<file path="src/tlpt_pkg.sv">
// ----------------------------------------------------------------------------
// tlpt_pkg
// Shared types and constants of the two-level page table walk unit: memory
// geometry, entry layout, opcodes and the controller/datapath interface.
// ----------------------------------------------------------------------------
package tlpt_pkg;

   // Memory geometry: frame count is a power of two, 4096 frames
   localparam int FRAME_BITS        = 12;
   localparam int FRAME_COUNT       = 1 << FRAME_BITS;
   localparam int ENTRIES_PER_TABLE = 32;
   localparam int SLOT_BITS         = $clog2(ENTRIES_PER_TABLE);
   localparam int MEM_WORDS         = FRAME_COUNT * ENTRIES_PER_TABLE;
   localparam int ADDR_BITS         = $clog2(MEM_WORDS);

   // Field widths
   localparam int OPCODE_WIDTH = 2;
   localparam int VA_WIDTH     = 16;
   localparam int INDEX_WIDTH  = 17;
   localparam int WORD_WIDTH   = 16;
   localparam int PA_WIDTH     = 18;
   localparam int CFG_WIDTH    = 12;
   localparam int OFFSET_BITS  = 6;

   // Entry layout
   localparam int PRESENT_BIT     = 0;
   localparam int DIRTY_BIT       = 1;
   localparam int ENTRY_FRAME_LSB = 4;

   typedef enum logic [OPCODE_WIDTH-1:0] {
      OP_WALK_READ  = 2'd0,
      OP_WALK_WRITE = 2'd1,
      OP_STORE      = 2'd2,
      OP_LOAD       = 2'd3
   } opcode_type;

   // Memory address source
   typedef enum logic [1:0] {
      ADDR_REQ_DIR  = 2'd0,  // directory slot from the incoming request
      ADDR_REQ_WORD = 2'd1,  // word index from the incoming request
      ADDR_TABLE    = 2'd2,  // table slot from the directory entry just read
      ADDR_DIRTY    = 2'd3   // held table entry address, for the dirty write-back
   } addr_sel_type;

   // Response value source
   typedef enum logic [1:0] {
      RSP_ZERO  = 2'd0,
      RSP_FAULT = 2'd1,
      RSP_PHYS  = 2'd2,
      RSP_WORD  = 2'd3
   } rsp_sel_type;

   typedef struct packed {
      logic         accept;
      logic         mem_rd;
      logic         mem_wr;
      addr_sel_type addr_sel;
      logic         rsp_load;
      rsp_sel_type  rsp_sel;
   } cmd_type;

   typedef struct packed {
      opcode_type op;
      logic       entry_present;
   } status_type;

endpackage

</file>
<file path="src/tlpt_controller.sv">
// ----------------------------------------------------------------------------
// tlpt_controller
// Walk sequencer: accepts a request, steps through the directory and table
// reads, issues the dirty write-back and owns the response valid flag.
// ----------------------------------------------------------------------------
module tlpt_controller (
   input  logic                              clock,
   input  logic                              reset,
   input  logic                              req_valid,
   output logic                              req_ready,
   input  logic [tlpt_pkg::OPCODE_WIDTH-1:0] req_opcode,
   output logic                              rsp_valid,
   input  logic                              rsp_ready,
   output tlpt_pkg::cmd_type                 cmd,
   input  tlpt_pkg::status_type              status
);

   typedef enum logic [4:0] {
      S_IDLE  = 5'b00001,
      S_DIR   = 5'b00010,
      S_TBL   = 5'b00100,
      S_LOAD  = 5'b01000,
      S_STORE = 5'b10000
   } state_type;

   state_type state_ff, state_in;
   logic      rsp_valid_ff, rsp_valid_in;
   logic      out_free;

   // Response register may take a new result when empty or being drained
   assign out_free  = !rsp_valid_ff || rsp_ready;
   assign req_ready = (state_ff == S_IDLE);
   assign rsp_valid = rsp_valid_ff;

   always_comb begin
      state_in     = state_ff;
      cmd          = '0;
      cmd.addr_sel = tlpt_pkg::ADDR_REQ_DIR;
      cmd.rsp_sel  = tlpt_pkg::RSP_ZERO;
      unique case (state_ff)
         S_IDLE: begin
            if (req_valid) begin
               cmd.accept = 1'b1;
               case (tlpt_pkg::opcode_type'(req_opcode))
                  tlpt_pkg::OP_STORE: begin
                     cmd.mem_wr   = 1'b1;
                     cmd.addr_sel = tlpt_pkg::ADDR_REQ_WORD;
                     state_in     = S_STORE;
                  end
                  tlpt_pkg::OP_LOAD: begin
                     cmd.mem_rd   = 1'b1;
                     cmd.addr_sel = tlpt_pkg::ADDR_REQ_WORD;
                     state_in     = S_LOAD;
                  end
                  default: begin
                     cmd.mem_rd = 1'b1;
                     state_in   = S_DIR;
                  end
               endcase
            end
         end
         S_DIR: begin
            if (status.entry_present) begin
               cmd.mem_rd   = 1'b1;
               cmd.addr_sel = tlpt_pkg::ADDR_TABLE;
               state_in     = S_TBL;
            end else if (out_free) begin
               cmd.rsp_load = 1'b1;
               cmd.rsp_sel  = tlpt_pkg::RSP_FAULT;
               state_in     = S_IDLE;
            end
         end
         S_TBL: begin
            if (out_free) begin
               cmd.rsp_load = 1'b1;
               state_in     = S_IDLE;
               if (!status.entry_present) begin
                  cmd.rsp_sel = tlpt_pkg::RSP_FAULT;
               end else begin
                  cmd.rsp_sel = tlpt_pkg::RSP_PHYS;
                  // mark the page dirty on a write translation
                  if (status.op == tlpt_pkg::OP_WALK_WRITE) begin
                     cmd.mem_wr   = 1'b1;
                     cmd.addr_sel = tlpt_pkg::ADDR_DIRTY;
                  end
               end
            end
         end
         S_LOAD: begin
            if (out_free) begin
               cmd.rsp_load = 1'b1;
               cmd.rsp_sel  = tlpt_pkg::RSP_WORD;
               state_in     = S_IDLE;
            end
         end
         S_STORE: begin
            if (out_free) begin
               cmd.rsp_load = 1'b1;
               state_in     = S_IDLE;
            end
         end
         default: begin
            state_in = S_IDLE;
         end
      endcase
   end

   always_comb begin
      rsp_valid_in = rsp_valid_ff;
      if (cmd.rsp_load) begin
         rsp_valid_in = 1'b1;
      end else if (rsp_ready) begin
         rsp_valid_in = 1'b0;
      end
   end

   always_ff @(posedge clock) begin
      if (reset) begin
         state_ff     <= S_IDLE;
         rsp_valid_ff <= 1'b0;
      end else begin
         state_ff     <= state_in;
         rsp_valid_ff <= rsp_valid_in;
      end
   end

`ifndef SYNTHESIS
   a_port_exclusive: assert property (@(posedge clock) disable iff (reset)
      !(cmd.mem_rd && cmd.mem_wr))
      else $error("memory read and write issued in the same cycle");

   a_rsp_no_overwrite: assert property (@(posedge clock) disable iff (reset)
      cmd.rsp_load |-> (!rsp_valid_ff || rsp_ready))
      else $error("response register loaded while holding an untaken result");

   a_one_at_a_time: assert property (@(posedge clock) disable iff (reset)
      (req_valid && req_ready) |=> !req_ready)
      else $error("new request accepted right after a transfer");

   a_dirty_only_on_write: assert property (@(posedge clock) disable iff (reset)
      (cmd.mem_wr && cmd.addr_sel == tlpt_pkg::ADDR_DIRTY) |->
         (status.op == tlpt_pkg::OP_WALK_WRITE && status.entry_present &&
          cmd.rsp_sel == tlpt_pkg::RSP_PHYS))
      else $error("dirty write-back outside a successful write translation");
`endif

endmodule

</file>
<file path="config.mk">
export PLATFORM = sky130hd
export DESIGN_NAME = tlpt_controller
export DESIGN_NICKNAME = d
export VERILOG_FILES = /design/src/tlpt_pkg.sv /design/src/tlpt_controller.sv
export SDC_FILE = /design/constraint.sdc
export NUM_CORES = 1
export LEC_CHECK = 0
export ABC_AREA = 1
export BUFFER_PORTS_ARGS = -buffer_cell sky130_fd_sc_hd__buf_2
export CAP_MARGIN = 20
export CORE_AREA = 4 4 41 43
export DETAILED_ROUTE_END_ITERATION = 8
export DIE_AREA = 0 0 45 47
export GPL_TIMING_DRIVEN = 1
export SLEW_MARGIN = 20
export SYNTH_ARGS = -nofsm -noshare
export SYNTH_HDL_FRONTEND = slang
export SYNTH_SLANG_ARGS = --single-unit
</file>
<file path="constraint.sdc">
create_clock -name clock -period 1.8 [get_ports clock]
set_clock_uncertainty 0.2 [all_clocks]
set_input_delay 0.09 -clock clock [delete_from_list [all_inputs] [get_ports clock]]
set_output_delay 0.09 -clock clock [all_outputs]
set_load 0.02 [all_outputs]
</file>
==> results.toml, run 1 <==
[cts]
h-tree-depth = 1
cts_buffer_depth = 2
cts.sinks = 6
cts.clk_slew.worst_paths_ns = 0.05
cts_tree = "yes"
cts-root-buf = "clkbuf_4"
cts_buffers = 3
worstSkewPairLatency_ns = 0.25

[cells_and_area]
diodes = 0
design_area_um2 = 659
drive_gt1_share_pct = 39.0
area.growth.synth_to_final_pct = 35.1
fillers = 147
final_util_pct = 50.7
final_cells = 115
nets = 111

[synth]
synthTopCellsByArea = "dfxtp_1 (25%), nand2_1 (12%), inv_1 (10%)"
avgSynthCellArea_um2 = 6.42
synthCells = 76
synth-main-ff-cell = "dfxtp_1"
netlist.top_cell.by_area = "dfxtp_1"
yosys_warnings = 0
async_flop_share_pct = 0
yosysUniqueCellTypes = 18
synth_top_cell_area_share_pct = 24.6
synth.most_common_cell = "nand2_1"
syn_area_um2 = 488
syn_nets = 85
synth_common_cells = "nand2_1 (15), inv_1 (13), nor2_1 (8)"
ys_ff_latch = 6
yosysSeqAreaShare_pct = 24.6
synth_edf_count = 0

[min_path]
hold_depth = 5
hp-start = "req_opcode[1]"
hold-path-endpoint = "state_ff[3]"
hold_path.class = "in -> reg"

[placed_design]
place_congestion = 0.808
post-dp-hpwl_um = 962
pre_cts_ws_ns = 0.364
place_inst = 108
port_buffers = 18
placed_cell_area_um2 = 589

[power]
p_sw_share_pct = 42.5
p_seq_share_pct = 28.7
power_frac_clock_pct = 22.1
p_int_mw = 0.321
leakagePower_nw = 0.380
finalPower_mw = 0.558
irDropWorstVdd_mv = 0.489
cellPowerDensity_nw_per_um2 = 847
comb_power_share_pct = 49.3
switching_power_mw = 0.238

[timing]
setup_viol = 0
slew_violations = 0
rsz0062_at_grt = "true"
period_needed_ns = 1.68
tightest_slew_ns = 0.204
hold_viol = 0
fin_crit_sh_pct = 93.4
fmax_mhz = 595
worst_slack_ns = 0.118
worst_hold_slack_ns = 0.00359
max-slew-margin-rel_pct = 86.4
setup_tns_ns = 0

[global_routing]
antenna_found_initial = 0
grt_usage_pct = 12.8
grt_pass1_wl_mm = 1.94
grt_max_degree = 7
grt_pass1_vias = 489
gr-total-overflow = 0

[worst_setup_path]
startpoint_type = "flip-flop"
setup.worst_path.start = "state_ff[1]"
r2r_start = "state_ff[2]"
cp-end-kind = "output port"
required_ns = 1.51
r2r-end = "state_ff[4]"
critical_path.max_fanout = 6
worstPathArrival_ns = 1.39
rr_worst_depth = 8
r2r_slack_ns = 0.46
worst-setup-path-type = "reg -> out"

[outcome]
outcome = "completed"

[routing]
vias_per_cell = 4.77
drc = 0
wl_per_cell_um = 10.1
first_iter_violations = 14
drtAntennaViolNets = 0
first_pass_iters = 4
num_vias = 548
wl_mm = 1.16

[die]
row_count = 13
core-area_um2 = 1300
die_y_um = 47
die_w_um = 45
start_util_pct = 37.5
io-pin-count = 19
die-area_um2 = 2120

[run]
cap_violations = 0
-- layout by cell type (no fill, tap or decap), types with 2 or more instances in the layout --
cell type / count
o21ai_1: 2
nor2_1: 8
inv_1: 12
dlygate4sd3_1: 3
inv_2: 3
buf_4: 4
dfxtp_1: 6
nand3_1: 6
clkbuf_4: 3
nor2_2: 5
nand2_2: 4
buf_2: 15
a21oi_1: 3
nand2_1: 14
nor2_4: 2
nand4_1: 5
-- area by class of cell --
type	instances	area, um^2	area share, %
clock buffers	3	22.5	3.42
inverters	16	62.6	9.49
multi-input cells	53	300	45.5
flip-flops and latches	6	120	18.2
well taps	15	18.8	2.85
repair buffers	22	135	20.5
-- worst max path at each step --
stage | end | cells past startpoint
after floorplan | cmd[6] | 3
after global placement | cmd[6] | 7
after detailed placement | cmd[3] | 7
after CTS | cmd[3] | 7
after global routing | cmd[2] | 7
final | cmd[5] | 7
-- power by group through the flow --
stage,Sequential (mW),Clock [mW],Combinational (mW)
global placement,0.162,0,0.260
finish,0.160,0.123,0.275
CTS,0.159,0.128,0.269
floorplan,0.162,0,0.198
detailed placement,0.161,0,0.263
global route,0.162,0.134,0.305
-- worst max-delay path, cell delays in order, from the launching register on --
cell and delay [ns]:
dfxtp_1 0.32, inv_1 0.08, nand2_2 0.07, nor2_4 0.16, nand4_1 0.13, nand3b_4 0.18, nand2_1 0.07, buf_4 0.13
-- cells by family (layout without fill, tap and decap cells) --
group | count (synthesis) | in the layout | share of synthesized area [%]
buffers and inverters | 17 | 41 | 14.4
AO/OA/AOI/OAI | 7 | 7 | 8.21
flip-flops | 6 | 6 | 24.6
AND/OR/NAND/NOR | 46 | 46 | 52.8
-- registers in the layout (all words and copies together), names as in the netlist --
register,cells
rsp_valid,1
state_ff,5
-- metal layers --
metal | track usage [%] | vias up | wire, um
met4 | 7.02 | 0 | 14
met5 | 0 | - | 0
met2 | 20.6 | 15 | 572
li1 | - | 285 | -
met3 | 3.45 | 4 | 69
met1 | 15.6 | 244 | 502
-- timing repair --
| item | in CTS | in global routing |
|---|---|---|
| gates resized for setup | 0 | 5 |
| hold endpoints to repair | 3 | 0 |
| endpoints found under the setup margin | 0 | 4 |
| hold buffers | 3 | 0 |
| setup buffers | 0 | 1 |
No activity file was read; power rests on OpenSTA's default activity.
==> inputs of run 2 (changes only) <==
- CELL_PAD_IN_SITES_DETAIL_PLACEMENT: not set -> 0
- CELL_PAD_IN_SITES_GLOBAL_PLACEMENT: not set -> 1
- CORE_AREA: 4 4 41 43 -> not set
- CORE_MARGIN: not set -> 4
- CORE_UTILIZATION: not set -> 32
- DIE_AREA: 0 0 45 47 -> not set
- GPL_TIMING_DRIVEN: 1 -> not set
- PLACE_DENSITY_LB_ADDON: not set -> 0.1
==> results.toml, run 2 (synthesis results as in run 1) <==
[timing]
setup_tns_ns = 0
fin_crit_sh_pct = 92.5
slew_violations = 0
period_needed_ns = 1.67
hold_viol = 0
tightest_slew_ns = 0.221
fmax_mhz = 601
worst_hold_slack_ns = 0.0153
setup_viol = 0
max-slew-margin-rel_pct = 85.2

[cells_and_area]
mostFrequentLayoutCell = "buf_2"
final_cell_mix = "buf_2 (17), nand2_1 (15), inv_1 (13)"
nets = 111
diodes = 0
area.growth.synth_to_final_pct = 33.8
final_cells = 115
design_area_um2 = 653
largest_reg_flops = 5
top_register = "state_ff"
drive_gt1_share_pct = 38.0
fillers = 159

[worst_setup_path]
cp_slowest_stage_delay_ns = 0.33
startpoint_type = "flip-flop"
worst-setup-path-type = "reg -> out"
worstPathArrival_ns = 1.38
crit_top_cell = "nand2_1"
cp_cell_sequence = "inv_1 -> nand2_1 -> nor2_4 -> nand4_1 -> nand3b_4 -> nand2_1 -> buf_2"
required_ns = 1.51
critical-path-slowest-cell = "dfxtp_1"
cp-end-kind = "output port"
critical_path.max_fanout = 5

[cts]
cts.sinks = 6
cts.clk_slew.worst_paths_ns = 0.04
cts_buffers = 3
h-tree-depth = 1
cts_tree = "yes"
worstSkewPairLatency_ns = 0.24
cts_buffer_depth = 2
cts-root-buf = "clkbuf_4"

[die]
io-pin-count = 19
row_count = 13
start_util_pct = 35.7
core-area_um2 = 1370
die_y_um = 47.1
die_w_um = 47.1
die-area_um2 = 2210

[routing]
vias_per_cell = 4.51
first_pass_iters = 4
drtAntennaViolNets = 0
wl_mm = 1.12
num_vias = 519
drc = 0
wl_per_cell_um = 9.77
first_iter_violations = 6

[outcome]
outcome = "completed"

[power]
finalPower_mw = 0.551
irDropWorstVdd_mv = 0.353
leakagePower_nw = 0.384
cellPowerDensity_nw_per_um2 = 844

[placed_design]
place_congestion = 0.752
post-dp-hpwl_um = 967
place_inst = 108
placed_cell_area_um2 = 589
port_buffers = 18

[global_routing]
gr-total-overflow = 0
antenna_found_initial = 0
grt_pass1_wl_mm = 1.89
grt_usage_pct = 12.0
grt_pass1_vias = 503
grt_max_degree = 7

[min_path]
hold_path.class = "in -> reg"

[run]
cap_violations = 0
[run 2: path summary, 6_finish.rpt]
path,from,endpoint,slack (ns),cells after the start
min,req_opcode[1],state_ff[3],0.02,5
min reg2reg,state_ff[2],state_ff[2],0.34,2
max reg2reg,state_ff[1],state_ff[4],0.48,7
max,state_ff[1],cmd[3],0.13,7
[run 2: worst max-delay path: cells and delay by family, from the launching register on]
family                 cells  cell delay (ns)
buffers and inverters      2             0.23
DFF                        1             0.33
and+or+nand+nor            5             0.58
[run 2: final cells by class]
class                           instances  area, um^2  area share (%)
Sequential cell                         6         121            18.6
Inverter                               16        62.6            9.58
Clock buffer                            3        22.5            3.45
Tap cell                               15        18.8            2.87
Timing Repair Buffer                   22         130            19.9
Multi-Input combinational cell         53         298            45.6
[run 2: power breakdown]
| group | switching (mW) | internal [mW] | leakage [nW] |
|---|---|---|---|
| logic | 0.175 | 0.0981 | 0.321 |
| clock network | 0.0428 | 0.0750 | 0.0138 |
| registers | 0.0119 | 0.148 | 0.0494 |
| total | 0.230 | 0.321 | 0.384 |
[run 2: per-layer routing]
| metal | vias to the layer above | part of all wire (%) | track usage, % |
|---|---|---|---|
| li1 | 291 | - | - |
| met4 | 0 | 0.53 | 6.63 |
| met3 | 2 | 6.5 | 2.30 |
| met2 | 13 | 46 | 19.8 |
| met5 | - | 0 | 0 |
| met1 | 213 | 47 | 14.6 |
[run 2: what timing repair did]
| item | CTS | global route |
|---|---|---|
| resized for setup | 0 | 2 |
| setup buffers | 0 | 1 |
| endpoints found under the hold margin | 3 | 0 |
| hold buffers | 3 | 0 |
| setup endpoints to repair | 0 | 3 |
[run 2: through the flow]
step           util (%)  setup WS, ns
2_1_floorplan         -         0.338
3_3_place_gp       43.1         0.344
3_5_place_dp       43.1         0.358
4_1_cts            47.0        0.0959
5_1_grt            47.8      -0.00450
6_report           47.8         0.135
==> inputs of run 3 (changes only) <==
- BUFFER_PORTS_ARGS: -buffer_cell sky130_fd_sc_hd__buf_2 -> not set
- CORE_AREA: not set -> 4 4 41 43
- CORE_MARGIN: 4 -> not set
- CORE_UTILIZATION: 32 -> not set
- DIE_AREA: not set -> 0 0 45 47
- DONT_BUFFER_PORTS: not set -> 1
==> results.toml, run 3 (synthesis results as in run 1) <==
[cells_and_area]
largest_reg_flops = 5
mostFrequentLayoutCell = "nand2_1"
top_register = "state_ff"
diodes = 0
final_util_pct = 45.4
drive_gt1_share_pct = 24.7
nets = 96
final_cell_mix = "nand2_1 (15), inv_1 (13), nor2_1 (8)"
area.growth.synth_to_final_pct = 21.0

[die]
die-area_um2 = 2120
start_util_pct = 37.5
row_count = 13
die_y_um = 47
die_w_um = 45
core-area_um2 = 1300
io-pin-count = 19

[routing]
drc = 0
drtAntennaViolNets = 0
wl_per_cell_um = 10.8
wl_mm = 1.08
first_pass_iters = 2
first_iter_violations = 4
vias_per_cell = 4.73
num_vias = 473

[power]
leakagePower_nw = 0.317
cellPowerDensity_nw_per_um2 = 893
irDropWorstVdd_mv = 0.338

[cts]
worstSkewPairLatency_ns = 0.24
h-tree-depth = 1
cts.sinks = 6
cts-root-buf = "clkbuf_4"
cts.clk_slew.worst_paths_ns = 0.04
cts_tree = "yes"
cts_buffers = 3
cts_setup_buffers = 0
cts_buffer_depth = 2

[timing]
fin_crit_sh_pct = 91.2
slew_violations = 0
max-slew-margin-rel_pct = 82.6
hold_viol = 0
period_needed_ns = 1.64
tightest_slew_ns = 0.261
rsz0062_at_grt = "false"
fmax_mhz = 609
setup_viol = 0
setup_tns_ns = 0

[worst_setup_path]
startpoint_type = "flip-flop"
cp_cell_sequence = "inv_1 -> nand2_1 -> nor2_4 -> nand4_1 -> nand3b_4 -> nand2_1"
worst-setup-path-type = "reg -> out"
worstPathArrival_ns = 1.35
critical_path.max_fanout = 6
required_ns = 1.51
crit_top_cell = "nand2_1"
cp-end-kind = "output port"
worst-path-buf-inv = 1
cp_slowest_stage_delay_ns = 0.32
cp_top_family = "simple AND/OR/NAND/NOR gates"
critical-path-slowest-cell = "dfxtp_1"

[global_routing]
grt_pass1_vias = 454
grt_max_degree = 7
grt_pass1_wl_mm = 1.86
grt_usage_pct = 12.4
gr-total-overflow = 0
antenna_found_initial = 0

[min_path]
hold_path.class = "in -> reg"

[outcome]
outcome = "completed"

[placed_design]
place_congestion = 0.730
port_buffers = 0
post-dp-hpwl_um = 899

[run]
cap_violations = 0
run 3: final cells by class:
type / count / area (um^2)
inverter: 16 / 62.6
sequential: 6 / 120
tap: 15 / 18.8
timing repair buffer: 7 / 65.1
fill: 156 / 711
clock buffer: 3 / 22.5
multi-input combinational: 53 / 302
run 3: routing by layer:
metal | track usage [%] | share of wire [%] | up-vias
li1 | - | - | 255
met1 | 15.5 | 49 | 203
met2 | 20.3 | 45 | 13
met3 | 1.92 | 5.4 | 2
met4 | 7.02 | 0.83 | 0
met5 | 0 | 0 | -
run 3: path summary, 6_finish.rpt:
| kind | start | to | slack (ns) | cells after the start |
|---|---|---|---|---|
| setup / recovery | state_ff[1] | cmd[4] | 0.16 | 6 |
| hold / removal | req_opcode[0] | state_ff[4] | 0.02 | 3 |
| setup reg to reg | rsp_valid | state_ff[1] | 0.39 | 5 |
| hold reg to reg | state_ff[2] | state_ff[2] | 0.36 | 2 |
run 3: power by group:
part	switching (mW)	total (mW)	internal, mW
clock	0.0426	0.118	0.0750
combinational	0.169	0.248	0.0796
sequential	0.0132	0.162	0.148
run 3: per-stage QoR:
stage	std cells	setup slack (ns)	power, mW	hold slack (ns)	area, um^2
2_1_floorplan	76	0.338	0.359	-0.0409	488
3_3_place_gp	92	0.367	0.407	-0.0399	514
3_5_place_dp	92	0.343	0.404	-0.0381	514
4_1_cts	100	0.0823	0.536	0.0137	587
5_1_grt	100	0.0127	0.569	0.0328	591
6_report	100	0.159	0.527	0.0226	591
run 3: what timing repair did:
| action | CTS | global route |
|---|---|---|
| endpoints found under the hold margin | 6 | 0 |
| endpoints found under the setup margin | 0 | 1 |
| resized for setup | 0 | 1 |
| hold buffers | 5 | 0 |
run 3: worst register-to-register path, cell delays in order, from the launching register on:
cell     delay (ns)
dfxtp_1        0.44
nand2_1        0.20
inv_1          0.16
nand3_1        0.08
o21a_1         0.18
nor2_2         0.09
